### src/hw/rtl/b2d_pkg.sv
package b2d_pkg;

  localparam int VALUE_BITS = 32;
  localparam int WORD_BITS  = 32;
  localparam int DIGITS     = (WORD_BITS * 301) / 1000 + 1;
  localparam int BCD_BITS   = 4 * DIGITS;
  localparam int STEPS      = 4;
  localparam int STAGES     = (WORD_BITS + STEPS - 1) / STEPS;
  localparam int IDX_BITS   = $clog2(DIGITS);

  localparam logic [7:0] CHAR_MINUS = 8'h2d;
  localparam logic [7:0] CHAR_ZERO  = 8'h30;

  typedef struct packed {
    logic [BCD_BITS-1:0]  bcd;
    logic [WORD_BITS-1:0] bin;
    logic                 neg;
  } b2d_work_t;

  typedef struct packed {
    logic [BCD_BITS-1:0] bcd;
    logic                neg;
  } b2d_num_t;

  // one shift-and-add-3 step
  function automatic b2d_work_t dabble_step(input b2d_work_t w);
    b2d_work_t  r;
    logic [3:0] d;
    r = w;
    for (int i = 0; i < DIGITS; i++) begin
      d = r.bcd[4*i +: 4];
      if (d >= 4'd5) begin
        r.bcd[4*i +: 4] = d + 4'd3;
      end
    end
    {r.bcd, r.bin} = {r.bcd[BCD_BITS-2:0], r.bin, 1'b0};
    return r;
  endfunction

endpackage

### src/hw/rtl/b2d_if.sv
interface b2d_in_if import b2d_pkg::*; ();
  logic                  valid;
  logic                  ready;
  logic [VALUE_BITS-1:0] value;
  logic                  mode;

  modport source (output valid, output value, output mode, input ready);
  modport sink (input valid, input value, input mode, output ready);
endinterface

interface b2d_out_if;
  logic       valid;
  logic       ready;
  logic [7:0] character;
  logic       last;

  modport source (output valid, output character, output last, input ready);
  modport sink (input valid, input character, input last, output ready);
endinterface

### src/hw/rtl/b2d_dabble.sv
module b2d_dabble import b2d_pkg::*; (
  input  logic                  clk,
  input  logic                  rst,
  input  logic                  in_valid,
  output logic                  in_ready,
  input  logic [VALUE_BITS-1:0] value,
  input  logic                  mode,
  output logic                  out_valid,
  input  logic                  out_ready,
  output b2d_num_t              out_num
);

  b2d_work_t            st [STAGES+1];
  b2d_work_t            st_next [STAGES+1];
  logic [STAGES:0]      vld;
  logic [STAGES:0]      rdy;
  logic [WORD_BITS-1:0] word;
  logic                 neg;

  // stage 0: magnitude
  always_comb begin
    word = WORD_BITS'(value);
    neg  = word[WORD_BITS-1] & ~mode;
    st_next[0].bcd = '0;
    st_next[0].bin = neg ? (~word + 1'b1) : word;
    st_next[0].neg = neg;
  end

  for (genvar s = 1; s <= STAGES; s++) begin : g_stage
    always_comb begin
      st_next[s] = st[s-1];
      for (int j = 0; j < STEPS; j++) begin
        if ((s - 1) * STEPS + j < WORD_BITS) begin
          st_next[s] = dabble_step(st_next[s]);
        end
      end
    end
  end

  for (genvar s = 0; s <= STAGES; s++) begin : g_reg
    if (s == STAGES) begin : g_tail
      assign rdy[s] = ~vld[s] | out_ready;
    end else begin : g_body
      assign rdy[s] = ~vld[s] | rdy[s+1];
    end

    always_ff @(posedge clk) begin
      if (rst) begin
        vld[s] <= 1'b0;
      end else if (rdy[s]) begin
        vld[s] <= (s == 0) ? in_valid : vld[(s == 0) ? 0 : s - 1];
      end
    end

    always_ff @(posedge clk) begin
      if (rdy[s]) begin
        st[s] <= st_next[s];
      end
    end
  end

  assign in_ready    = rdy[0];
  assign out_valid   = vld[STAGES];
  assign out_num.bcd = st[STAGES].bcd;
  assign out_num.neg = st[STAGES].neg;

endmodule

### src/hw/rtl/b2d_emit.sv
module b2d_emit import b2d_pkg::*; (
  input  logic       clk,
  input  logic       rst,
  input  logic       in_valid,
  output logic       in_ready,
  input  b2d_num_t   in_num,
  output logic       out_valid,
  input  logic       out_ready,
  output logic [7:0] character,
  output logic       last
);

  logic                busy;
  logic                sign;
  logic [IDX_BITS-1:0] idx;
  logic [IDX_BITS-1:0] hi;
  logic [BCD_BITS-1:0] bcd;
  logic [3:0]          digit;

  // top non-zero digit
  always_comb begin
    hi = '0;
    for (int i = 0; i < DIGITS; i++) begin
      if (in_num.bcd[4*i +: 4] != 4'd0) begin
        hi = IDX_BITS'(i);
      end
    end
  end

  assign last      = ~sign & (idx == '0);
  assign out_valid = busy;
  assign in_ready  = ~busy | (out_ready & last);
  assign digit     = bcd[4*idx +: 4];
  assign character = sign ? CHAR_MINUS : (CHAR_ZERO + 8'(digit));

  always_ff @(posedge clk) begin
    if (rst) begin
      busy <= 1'b0;
      sign <= 1'b0;
      idx  <= '0;
    end else if (in_ready) begin
      busy <= in_valid;
      sign <= in_num.neg;
      idx  <= hi;
    end else if (out_ready) begin
      if (sign) begin
        sign <= 1'b0;
      end else begin
        idx <= idx - 1'b1;
      end
    end
  end

  always_ff @(posedge clk) begin
    if (in_ready) begin
      bcd <= in_num.bcd;
    end
  end

endmodule

### src/hw/rtl/binary_to_decimal_ascii.sv
// channel  dir  payload                        word accepted
// num      in   value[31:0], mode              num.valid & num.ready
// text     out  character[7:0], last           text.valid & text.ready
//
// a number runs through a nine-stage pipeline (magnitude, then eight
// double-dabble stages of four shift steps each) ahead of the text stage; the
// text stage sends one character per cycle while text is not stalled, and a
// number gives 1 to 11 characters, which sets the sustained rate
// reset clears the valid bits of every stage; a stall on text holds every full
// stage in place while empty stages still fill, nothing is dropped or sent twice
module binary_to_decimal_ascii import b2d_pkg::*; (
  input logic     clk,
  input logic     rst,
  b2d_in_if.sink  num,
  b2d_out_if.source text
);

  logic     num_valid;
  logic     num_ready;
  b2d_num_t num_word;

  b2d_dabble u_dabble (
    .clk       (clk),
    .rst       (rst),
    .in_valid  (num.valid),
    .in_ready  (num.ready),
    .value     (num.value),
    .mode      (num.mode),
    .out_valid (num_valid),
    .out_ready (num_ready),
    .out_num   (num_word)
  );

  b2d_emit u_emit (
    .clk       (clk),
    .rst       (rst),
    .in_valid  (num_valid),
    .in_ready  (num_ready),
    .in_num    (num_word),
    .out_valid (text.valid),
    .out_ready (text.ready),
    .character (text.character),
    .last      (text.last)
  );

endmodule

### src/flat_wrapper.sv
// flat-port wrapper written by rule: the top's interface ports become plain ports
module binary_to_decimal_ascii_flat import b2d_pkg::*;
  (clk, rst, num_valid, num_value, num_mode, num_ready, text_valid, text_character, text_last, text_ready);
  b2d_in_if num_i ();
  b2d_out_if text_i ();
  input logic clk;
  input logic rst;
  input wire logic [$bits(num_i.valid)-1:0] num_valid;
  input wire logic [$bits(num_i.value)-1:0] num_value;
  input wire logic [$bits(num_i.mode)-1:0] num_mode;
  output wire logic [$bits(num_i.ready)-1:0] num_ready;
  output wire logic [$bits(text_i.valid)-1:0] text_valid;
  output wire logic [$bits(text_i.character)-1:0] text_character;
  output wire logic [$bits(text_i.last)-1:0] text_last;
  input wire logic [$bits(text_i.ready)-1:0] text_ready;
  assign num_i.valid = num_valid;
  assign num_i.value = num_value;
  assign num_i.mode = num_mode;
  assign num_ready = num_i.ready;
  assign text_valid = text_i.valid;
  assign text_character = text_i.character;
  assign text_last = text_i.last;
  assign text_i.ready = text_ready;
  binary_to_decimal_ascii u_core (.clk(clk), .rst(rst), .num(num_i), .text(text_i));
endmodule
### config.mk
export PLATFORM = sky130hd
export DESIGN_NAME = binary_to_decimal_ascii_flat
export DESIGN_NICKNAME = d
export VERILOG_FILES = /design/src/hw/rtl/b2d_pkg.sv /design/src/hw/rtl/b2d_if.sv /design/src/hw/rtl/b2d_dabble.sv /design/src/hw/rtl/b2d_emit.sv /design/src/hw/rtl/binary_to_decimal_ascii.sv /design/src/flat_wrapper.sv
export SDC_FILE = /design/constraint.sdc
export NUM_CORES = 1
export LEC_CHECK = 0
export ABC_AREA = 1
export BUFFER_PORTS_ARGS = -buffer_cell sky130_fd_sc_hd__buf_2
export CAP_MARGIN = 30
export CORE_ASPECT_RATIO = 0.8
export CORE_MARGIN = 2
export CORE_UTILIZATION = 45
export CTS_BUF_LIST = sky130_fd_sc_hd__clkbuf_2
export DETAILED_ROUTE_END_ITERATION = 10
export PLACE_DENSITY = 0.57
export SKIP_CTS_REPAIR_TIMING = 1
export SLEW_MARGIN = 10
export SYNTH_ARGS = -nofsm -noshare
export SYNTH_HDL_FRONTEND = slang
export SYNTH_SLANG_ARGS = --single-unit
### constraint.sdc
create_clock -name clk -period 10.8 [get_ports clk]
set_clock_uncertainty 0.1 [all_clocks]
set_input_delay 2.16 -clock clk [delete_from_list [all_inputs] [get_ports clk]]
set_output_delay 2.16 -clock clk [all_outputs]
set_load 0.1 [all_outputs]
Word-level counts from Yosys, hierarchy flattened
Memory sizes are Yosys's and may differ from the RTL's.
Index checks and enable logic that the tools add are counted.

storage, ports and cells
  flip-flop bits (word level) = 55
  logic and storage cells = 1051
  memories = 1
  bits of input ports = 37
  memory bits (writable) = 657

memories
  memory              depth  bits a word  rd ports  clocked after memory_dff  write ports  line              text
  u_core.u_dabble.st  9      73           9         0                         9            b2d_dabble.sv:13  b2d_work_t st [STAGES+1];

operators by class
  order comparisons = 320
  shift operators = 1
  multiplexer cells = 354
  add/sub/neg operators = 323
  reductions and logical operators = 12
  equality and inequality tests = 1
  bitwise gates (word level) = 26

operator list
  cell                                                               number
  greater-or-equal comparator 4 x 3 -> 1 bit, second input constant  320
  two-way mux 4 bit                                                  299
  adder 4 x 2 -> 4 bit, second input constant                        288
  adder 3 x 2 -> 3 bit, second input constant                        32
  two-way mux 3 bit                                                  32
  indexed part select 40 x 7 -> 4 bit                                1
  nonzero test 4 bit                                                 9
  adder 32 x 1 -> 32 bit, second input constant                      1
  two-way mux 32 bit                                                 1
  NOT 32 bit                                                         1
  two-way mux 1 bit                                                  21
  NOT 1 bit                                                          12
  OR 1 bit                                                           10
  adder 6 x 4 -> 7 bit, first input constant                         1
  two-way mux 7 bit                                                  1
  logical NOT 4 bit                                                  1
  subtractor 4 x 1 -> 4 bit, second input constant                   1
  AND 1 bit                                                          3
  != test 2 x 1 -> 1 bit, second input constant                      1
  AND reduction 2 bit                                                1
  nonzero test 2 bit                                                 1

Logic depth before layout (Yosys ltp)
Gate-level depths: netlist (run 1).

  word-level depth = 15
  gate-level depth with buffers = 27
  mapped depth without buffers = 27

Cells and area by module
From an unflattened synthesis (run 1), not the netlist that was laid out.

unflattened totals
  cells, all modules = 3755
  area, all modules = 28544.9 um2

modules (own cells, without submodules)
  module      sequential area each (um2)  times used  cells an instance  area an instance (um2)
  b2d_dabble  10329.9                     1           3554               26417.8
  b2d_emit    1321.3                      1           201                2127.0

Least setup slack after synthesis (run 1)
No wires, ideal clock.

  kind = in2out
  start point = in text_ready
  end point = out num_ready
  required time = 8540 ps
  stages on the path = 12
  arrival time = 8233 ps
  buffers on the path = 0
  slack = 307 ps
  cell sequence = inv_1 o21ai_2 inv_2 nand2_2 nor2_2 nand2_1 nor2_2 nand2_2 nor2_2 nand2_1 nor2_2 nand2_1

on the way
  cells in the longest elaborated chain, start to end = 11

ends and longest elaborated chain
  item                        line                text
  start, declared             flat_wrapper.sv:15  input wire logic [$bits(text_i.ready)-1:0] text_ready;
  AND 1 bit                   b2d_emit.sv:32      assign in_ready = ~busy | (out_ready & last);
  OR 1 bit                    b2d_emit.sv:32
  OR 1 bit                    b2d_dabble.sv:42    assign rdy[s] = ~vld[s] | out_ready;
  via u_core.u_dabble.rdy[8]  b2d_dabble.sv:16    logic [STAGES:0] rdy;
  OR 1 bit (2 in series)      b2d_dabble.sv:44    assign rdy[s] = ~vld[s] | rdy[s+1];
  via u_core.u_dabble.rdy[6]  b2d_dabble.sv:16
  OR 1 bit (2 in series)      b2d_dabble.sv:44
  via u_core.u_dabble.rdy[4]  b2d_dabble.sv:16
  OR 1 bit (2 in series)      b2d_dabble.sv:44
  via u_core.u_dabble.rdy[2]  b2d_dabble.sv:16
  OR 1 bit (2 in series)      b2d_dabble.sv:44
  end, declared               flat_wrapper.sv:11  output wire logic [$bits(num_i.ready)-1:0] num_ready;

The timed path passes the listed nets, and every way through them passes these cells.

Final worst setup path (run 1)
  start point = reg u_core.u_emit.idx[0]
  end point = out num_ready

on the way
  cells in the longest elaborated chain, start to end = 13

ends and longest elaborated chain
  item                        line              text
  start, declared             b2d_emit.sv:15    logic [IDX_BITS-1:0] idx;
  start signal, assigned      b2d_emit.sv:44    idx <= hi;
  start signal, assigned      b2d_emit.sv:49    idx <= idx - 1'b1;
  logical NOT 4 bit           b2d_emit.sv:30    assign last = ~sign & (idx == '0);
  AND 1 bit                   b2d_emit.sv:30
  AND 1 bit                   b2d_emit.sv:32
  OR 1 bit                    b2d_emit.sv:32
  OR 1 bit                    b2d_dabble.sv:42
  via u_core.u_dabble.rdy[8]  b2d_dabble.sv:16
  OR 1 bit (2 in series)      b2d_dabble.sv:44
  via u_core.u_dabble.rdy[6]  b2d_dabble.sv:16
  OR 1 bit (2 in series)      b2d_dabble.sv:44
  via u_core.u_dabble.rdy[4]  b2d_dabble.sv:16
  OR 1 bit (2 in series)      b2d_dabble.sv:44
  via u_core.u_dabble.rdy[2]  b2d_dabble.sv:16
  OR 1 bit (2 in series)      b2d_dabble.sv:44

The timed path passes the listed nets, and every way through them passes these cells.

==> results.yml, run 1 <==
worst_setup_path:
  max_stage_delay_ns: 0.56
  start_kind: "flip-flop"
  worstPathCellList: "inv_1 -> ha_1 -> nand4_1 -> o21ai_4 -> buf_4 -> inv_2 -> nand2_2 -> buf_4 -> nor2_2 -> nand2_2 -> buf_4 -> nor2_2 -> nand2_2 -> buf_12 -> nor2_2 -> nand2_1 -> buf_4 -> nor2_2 -> nand2_1 -> buf_2"
  cp.required_ns: 8.54
  critPathBufInv: 8
  worstSetupPathType: "flip-flop to output port"
  worstPathMaxFanout: 47
  slowest_stage: "inv_1"
  crit_family: "buffers and inverters"
  end_kind: "output port"
  arrival_ns: 6.24
timing:
  setup-violations-final: 0
  rsz0062_at_grt: "false"
  max_slew_margin_pct: 54.2
  finalSetupTns_ns: 0
  setup_slack_ns: 2.30
  hold_viol_final: 0
  max_freq_mhz: 118
  slew_viol_final: 0
  worst_pin_slew_ns: 0.680
  finalCriticalPeriod_ns: 8.50
  fin_crit_sh_pct: 78.7
floorplanning:
  start_util_pct: 45.5
  dieArea_um2: 64000
  die_h_um: 227
  core_area_um2: 61200
  ios: 48
  die_width_um: 282
  row_count: 81
cts:
  cts-root-buf: "clkbuf_2"
  htree_num_levels: 3
  clk_latency_ns: 1.10
  cts_buffers: 98
  cts_tree: "done"
  clkTransAtPathRegs_ns: 0.10
  cts_max_path_buffers: 3
  cts_sinks: 393
final_layout:
  seqCellArea_um2: 11700
  nFillCells: 6040
  stdcell_area_um2: 30100
  nets: 3990
  area_delta_synth_final_pct: 7.83
  multiInputGateArea_um2: 13800
  post-route-util_pct: 49.1
  drive_gt1_share_pct: 9.91
placed_design:
  gp_congestion: 0.785
  place_ws_ns: 2.13
  dp_hpwl_mm: 36.8
  place_area_um2: 29200
  portBuffers: 44
route:
  ant_nets: 0
  drt_first_iter_violations: 1073
  drc: 0
  firstDrtPassIters: 7
  viasPerCell: 4.71
  vias: 22200
  wl_per_cell_um: 10.2
  wirelength_mm: 48.2
yosys:
  synth_area_um2: 27900
  synth-seq-cells: 393
  synthCells: 3664
  async_reset_ff_share_pct: 0
  synth-edff-count: 378
  yosysSeqAreaShare_pct: 41.8
  synth_cell_type_count: 50
  postSynthAreaPerCell_um2: 7.61
  ys_warn_count: 0
  synthFlopType: "edfxtp_1"
grt:
  grt_overflow: 0
  grt_start_max_net_pins: 48
  grt_pass1_wl_mm: 84.9
  grt_pass1_vias: 20000
  grt_use_total_pct: 15.5
  antenna_found_initial: 1
hold_path:
  hold_path_class: "flip-flop to flip-flop"
outcome:
  outcome: "finished clean"
run:
  drv_cap: 0
## metrics by stage
| step | cells | hold WS, ns |
|---|---|---|
| finish | 4705 | 0.314 |
| global route | 4705 | 0.325 |
| CTS | 4703 | 0.307 |
| detailed placement | 4538 | 0.305 |
| global placement | 4538 | 0.300 |
| floorplan | 3665 | 0.300 |
## worst paths after layout
kind | from | end | slack [ns] | depth (start not counted)
worst max-delay path | u_core.u_emit.idx[0]$_SDFFE_PP0P_ | num_ready | 2.30 | 20
worst min-delay path | u_core.u_dabble.st[0][246]$_DFFE_PP_ | u_core.u_dabble.st[0][323]$_DFFE_PP_ | 0.31 | 0
worst min register to register | u_core.u_dabble.st[0][246]$_DFFE_PP_ | u_core.u_dabble.st[0][323]$_DFFE_PP_ | 0.31 | 0
worst max register to register | u_core.u_emit.idx[0]$_SDFFE_PP0P_ | u_core.u_dabble.st[0][1]$_DFFE_PP_ | 5.19 | 20
## logic make-up (layout without fill, tap and decap cells)
kind of cell	count (synthesis)	after routing	share of synthesized area, %
adder cells (fa/ha/maj)	144	144	6.46
XOR/XNOR	116	116	3.86
AND/OR/NAND/NOR	2072	2072	33.0
multiplexers	1	1	0.0359
flip-flops	393	393	41.8
other	2	4	0.0269
buffers and inverters	644	853	8.71
AO/OA/AOI/OAI	292	292	6.10
## synth_stat cells (3+ instances only)
cell type / number / area (um^2)
buf_4: 3 / 22.5
nor2_2: 4 / 25.0
o211ai_1: 11 / 82.6
xor2_2: 6 / 97.6
o21ai_1: 48 / 240
nand2_1: 1301 / 4880
o21a_1: 4 / 30.0
o21bai_1: 12 / 90.1
nand2_2: 88 / 551
clkbuf_1: 8 / 30.0
inv_1: 622 / 2330
ha_1: 144 / 1800
and2_1: 10 / 62.6
nor3_1: 5 / 25.0
dfxtp_1: 15 / 300
o221ai_1: 5 / 43.8
nand3b_1: 15 / 113
nor4_1: 9 / 56.3
xor2_1: 92 / 806
o21ai_2: 10 / 87.6
xnor2_1: 16 / 140
inv_2: 9 / 33.8
edfxtp_1: 378 / 11400
o22ai_1: 6 / 37.5
nand4_1: 106 / 663
nand3_2: 40 / 400
a21oi_1: 47 / 235
or2_2: 5 / 31.3
a21o_1: 13 / 97.6
nor2_1: 121 / 454
a21boi_1: 6 / 45.0
nand2_4: 10 / 113
a31oi_1: 3 / 18.8
nand3_1: 354 / 1770
o21ai_0: 113 / 566
a31o_2: 4 / 35.0
## sequential cells by signal, summed over array words and instances (netlist names)
register / cells
u_core.u_emit.sign: 1
u_core.u_dabble.vld: 8
u_core.u_dabble.out_valid: 1
u_core.u_emit.bcd: 40
u_core.u_dabble.st: 338
u_core.u_emit.idx: 4
u_core.u_emit.out_valid: 1
## cell type report
type | instances | share of cell area (%)
repair buffers | 55 | 1.05
diodes | 1 | 0.00833
clock inverters | 31 | 0.649
clock buffers | 134 | 2.23
multi-input cells | 2628 | 45.9
well taps | 830 | 3.46
inverters | 633 | 7.91
flip-flops and latches | 393 | 38.8
## per-layer routing
metal  track usage, %  share of wire [%]  wire length (um)
met4             4.71                1.8               887
met2             26.2                 45             21600
met1             20.1                 50             24100
met3             3.10                3.2              1530
met5                0                  0                 0
## cells in the final DEF, fill, tap and decap left out, drive strengths merged, types with 13 or more instances in the layout
master	n
nand2	1399
inv	636
nand3	396
edfxtp	378
o21ai	172
ha	144
clkbuf	134
nor2	125
nand4	106
xor2	98
buf	55
a21oi	47
clkinv	27
xnor2	18
nand3b	15
dfxtp	15
a21o	13
Power of run 1 is not shown: default switching activity piles up to over one toggle a cycle in this logic, so the estimate is an artifact.
==> inputs of run 2 (changes only) <==
Settings changed: ABC_AREA 1 to 0.
Clock period 10.8 ns to 8.1 ns, I/O delays scaled along.
==> results.yml, run 2 <==
outcome:
  outcome: "finished clean"
worst_setup_path:
  worstPathCellList: "inv_1 -> ha_1 -> nor4b_4 -> nand2_1 -> and2_1 -> nand3_2 -> buf_4 -> nor2_1 -> and3_1 -> and2_1 -> nand4_1 -> buf_2"
  start_kind: "flip-flop"
  crit_family: "simple AND/OR/NAND/NOR gates"
  cp.required_ns: 6.38
  arrival_ns: 4.70
  max_stage_delay_ns: 0.90
  end_kind: "output port"
  slowest_stage: "dfxtp_1"
  worstSetupPathType: "flip-flop to output port"
  path_common_cell: "and2_1"
  worstPathMaxFanout: 44
  r2r_slack_ns: 3.00
  critPathBufInv: 3
timing:
  rsz0062_at_grt: "false"
  slew_viol_final: 0
  worst_pin_slew_ns: 0.966
  fin_crit_sh_pct: 79.2
  max_freq_mhz: 156
  max_slew_margin_pct: 33.7
  finalSetupTns_ns: 0
  finalCriticalPeriod_ns: 6.42
  hold_viol_final: 0
  setup-violations-final: 0
yosys:
  synth_area_um2: 29900
  synth_cell_type_count: 91
  postSynthAreaPerCell_um2: 9.22
  synth_top_area_share_pct: 38.0
  synthFlopType: "edfxtp_1"
  async_reset_ff_share_pct: 0
  ys_warn_count: 0
  synthCells: 3242
  netlist_top_cells_area: "edfxtp_1 38%, ha_1 6.0%, a21oi_1 5.2%"
  synth_top_area_cell: "edfxtp_1"
  yosysMostFrequentCell: "edfxtp_1"
  synth_commonest_cells: "378 x edfxtp_1, 310 x a21oi_1, 273 x nor2_1"
  synth-seq-cells: 393
  synth-edff-count: 378
  yosysSeqAreaShare_pct: 39.0
placed_design:
  dp_hpwl_mm: 48.9
  gp_congestion: 0.849
  portBuffers: 44
final_layout:
  largestRegisters: "u_core.u_dabble.st: 338 flops, u_core.u_emit.bcd: 40 flops, u_core.u_dabble.vld: 8 flops"
  drive_gt1_share_pct: 11.1
  top_register: "u_core.u_dabble.st"
  layout_commonest_cell: "edfxtp_1"
  layout_common_cells: "378 x edfxtp_1, 310 x a21oi_1, 273 x nor2_1"
  largest_register_ffs: 338
  area_delta_synth_final_pct: 6.99
  nets: 3498
cts:
  htree_num_levels: 3
  cts_buffers: 102
  clkTransAtPathRegs_ns: 0.10
  cts_tree: "done"
  cts_max_path_buffers: 3
  cts_sinks: 393
  cts-root-buf: "clkbuf_2"
  clk_latency_ns: 1.11
route:
  wl_per_cell_um: 15.7
  vias: 24800
  viasPerCell: 5.81
  drt_first_iter_violations: 1696
  wirelength_mm: 67.2
  firstDrtPassIters: 6
  ant_nets: 0
  drc: 0
floorplanning:
  dieArea_um2: 68500
  ios: 48
  die_h_um: 235
  row_count: 84
  die_width_um: 292
  core_area_um2: 65700
  start_util_pct: 45.5
grt:
  grt_overflow: 0
  grt_use_total_pct: 19.3
  grt_pass1_vias: 22600
  grt_pass1_wl_mm: 110
  antenna_found_initial: 4
  grt_start_max_net_pins: 45
hold_path:
  hold_path_class: "flip-flop to flip-flop"
run:
  drv_cap: 0
==> run 2: cell types whose count changed in the layout (fill, tap and decap cells not counted), sizes merged, moves of 81 or more <==
cell   before  now
nand4     106   10
nor2      125  274
inv       636  189
nand3     396   70
nand2    1399  222
xnor2      18  148
mux2i       1   93
o21ai     172  300
a21oi      47  329
mux2        0   81
==> run 2: logic make-up after synthesis <==
group | count (synthesis) | share of synthesized area [%]
compound gates | 1138 | 24.0
mux | 182 | 6.82
other cells | 2 | 0.0251
flops | 393 | 39.0
buf+inv | 286 | 3.70
fa+ha+maj | 148 | 6.16
xor+xnor | 195 | 5.89
simple gates | 898 | 14.4
==> run 2: per-stage QoR <==
stage	hold slack, ns	std cells	setup WS (ns)	cell area, um^2	utilization [%]
6_report	0.287	4266	1.68	32000	48.7
4_1_cts	0.292	4261	1.44	32000	48.6
3_3_place_gp	0.301	4068	2.51	31000	47.1
3_5_place_dp	0.305	4070	2.47	31000	47.1
2_1_floorplan	0.300	3243	0.365	29900	-
5_1_grt	0.311	4266	1.21	32000	48.7
==> run 2: worst paths after layout <==
check	from	end	depth (start not counted)
worst max-delay path	u_core.u_emit.idx[0]$_SDFFE_PP0P_	num_ready	12
worst min-delay path	u_core.u_dabble.st[0][619]$_DFFE_PP_	u_core.u_emit.bcd[2]$_DFFE_PN_	0
worst max register to register	u_core.u_dabble.st[0][106]$_DFFE_PP_	u_core.u_dabble.st[0][184]$_DFFE_PP_	19
worst min register to register	u_core.u_dabble.st[0][619]$_DFFE_PP_	u_core.u_emit.bcd[2]$_DFFE_PN_	0
==> run 2: layout make-up <==
class,count,area [um^2]
Timing Repair Buffer,66,380
Tap cell,860,1080
Sequential cell,393,11700
Antenna cell,2,5.00
Clock inverter,61,342
Multi-Input combinational cell,2564,17200
Inverter,190,713
Fill cell,6086,33700
Clock buffer,130,651
==> run 2: layer usage <==
metal  global-route usage [%]  up-vias  part of all wire (%)
li1                         -    12400                     -
met1                     28.7    11600                    51
met2                     28.9      631                    42
met3                     3.27      107                   5.2
met4                     5.51        0                   1.9
met5                        0        -                     0
Power of run 2 is left out for the same reason.
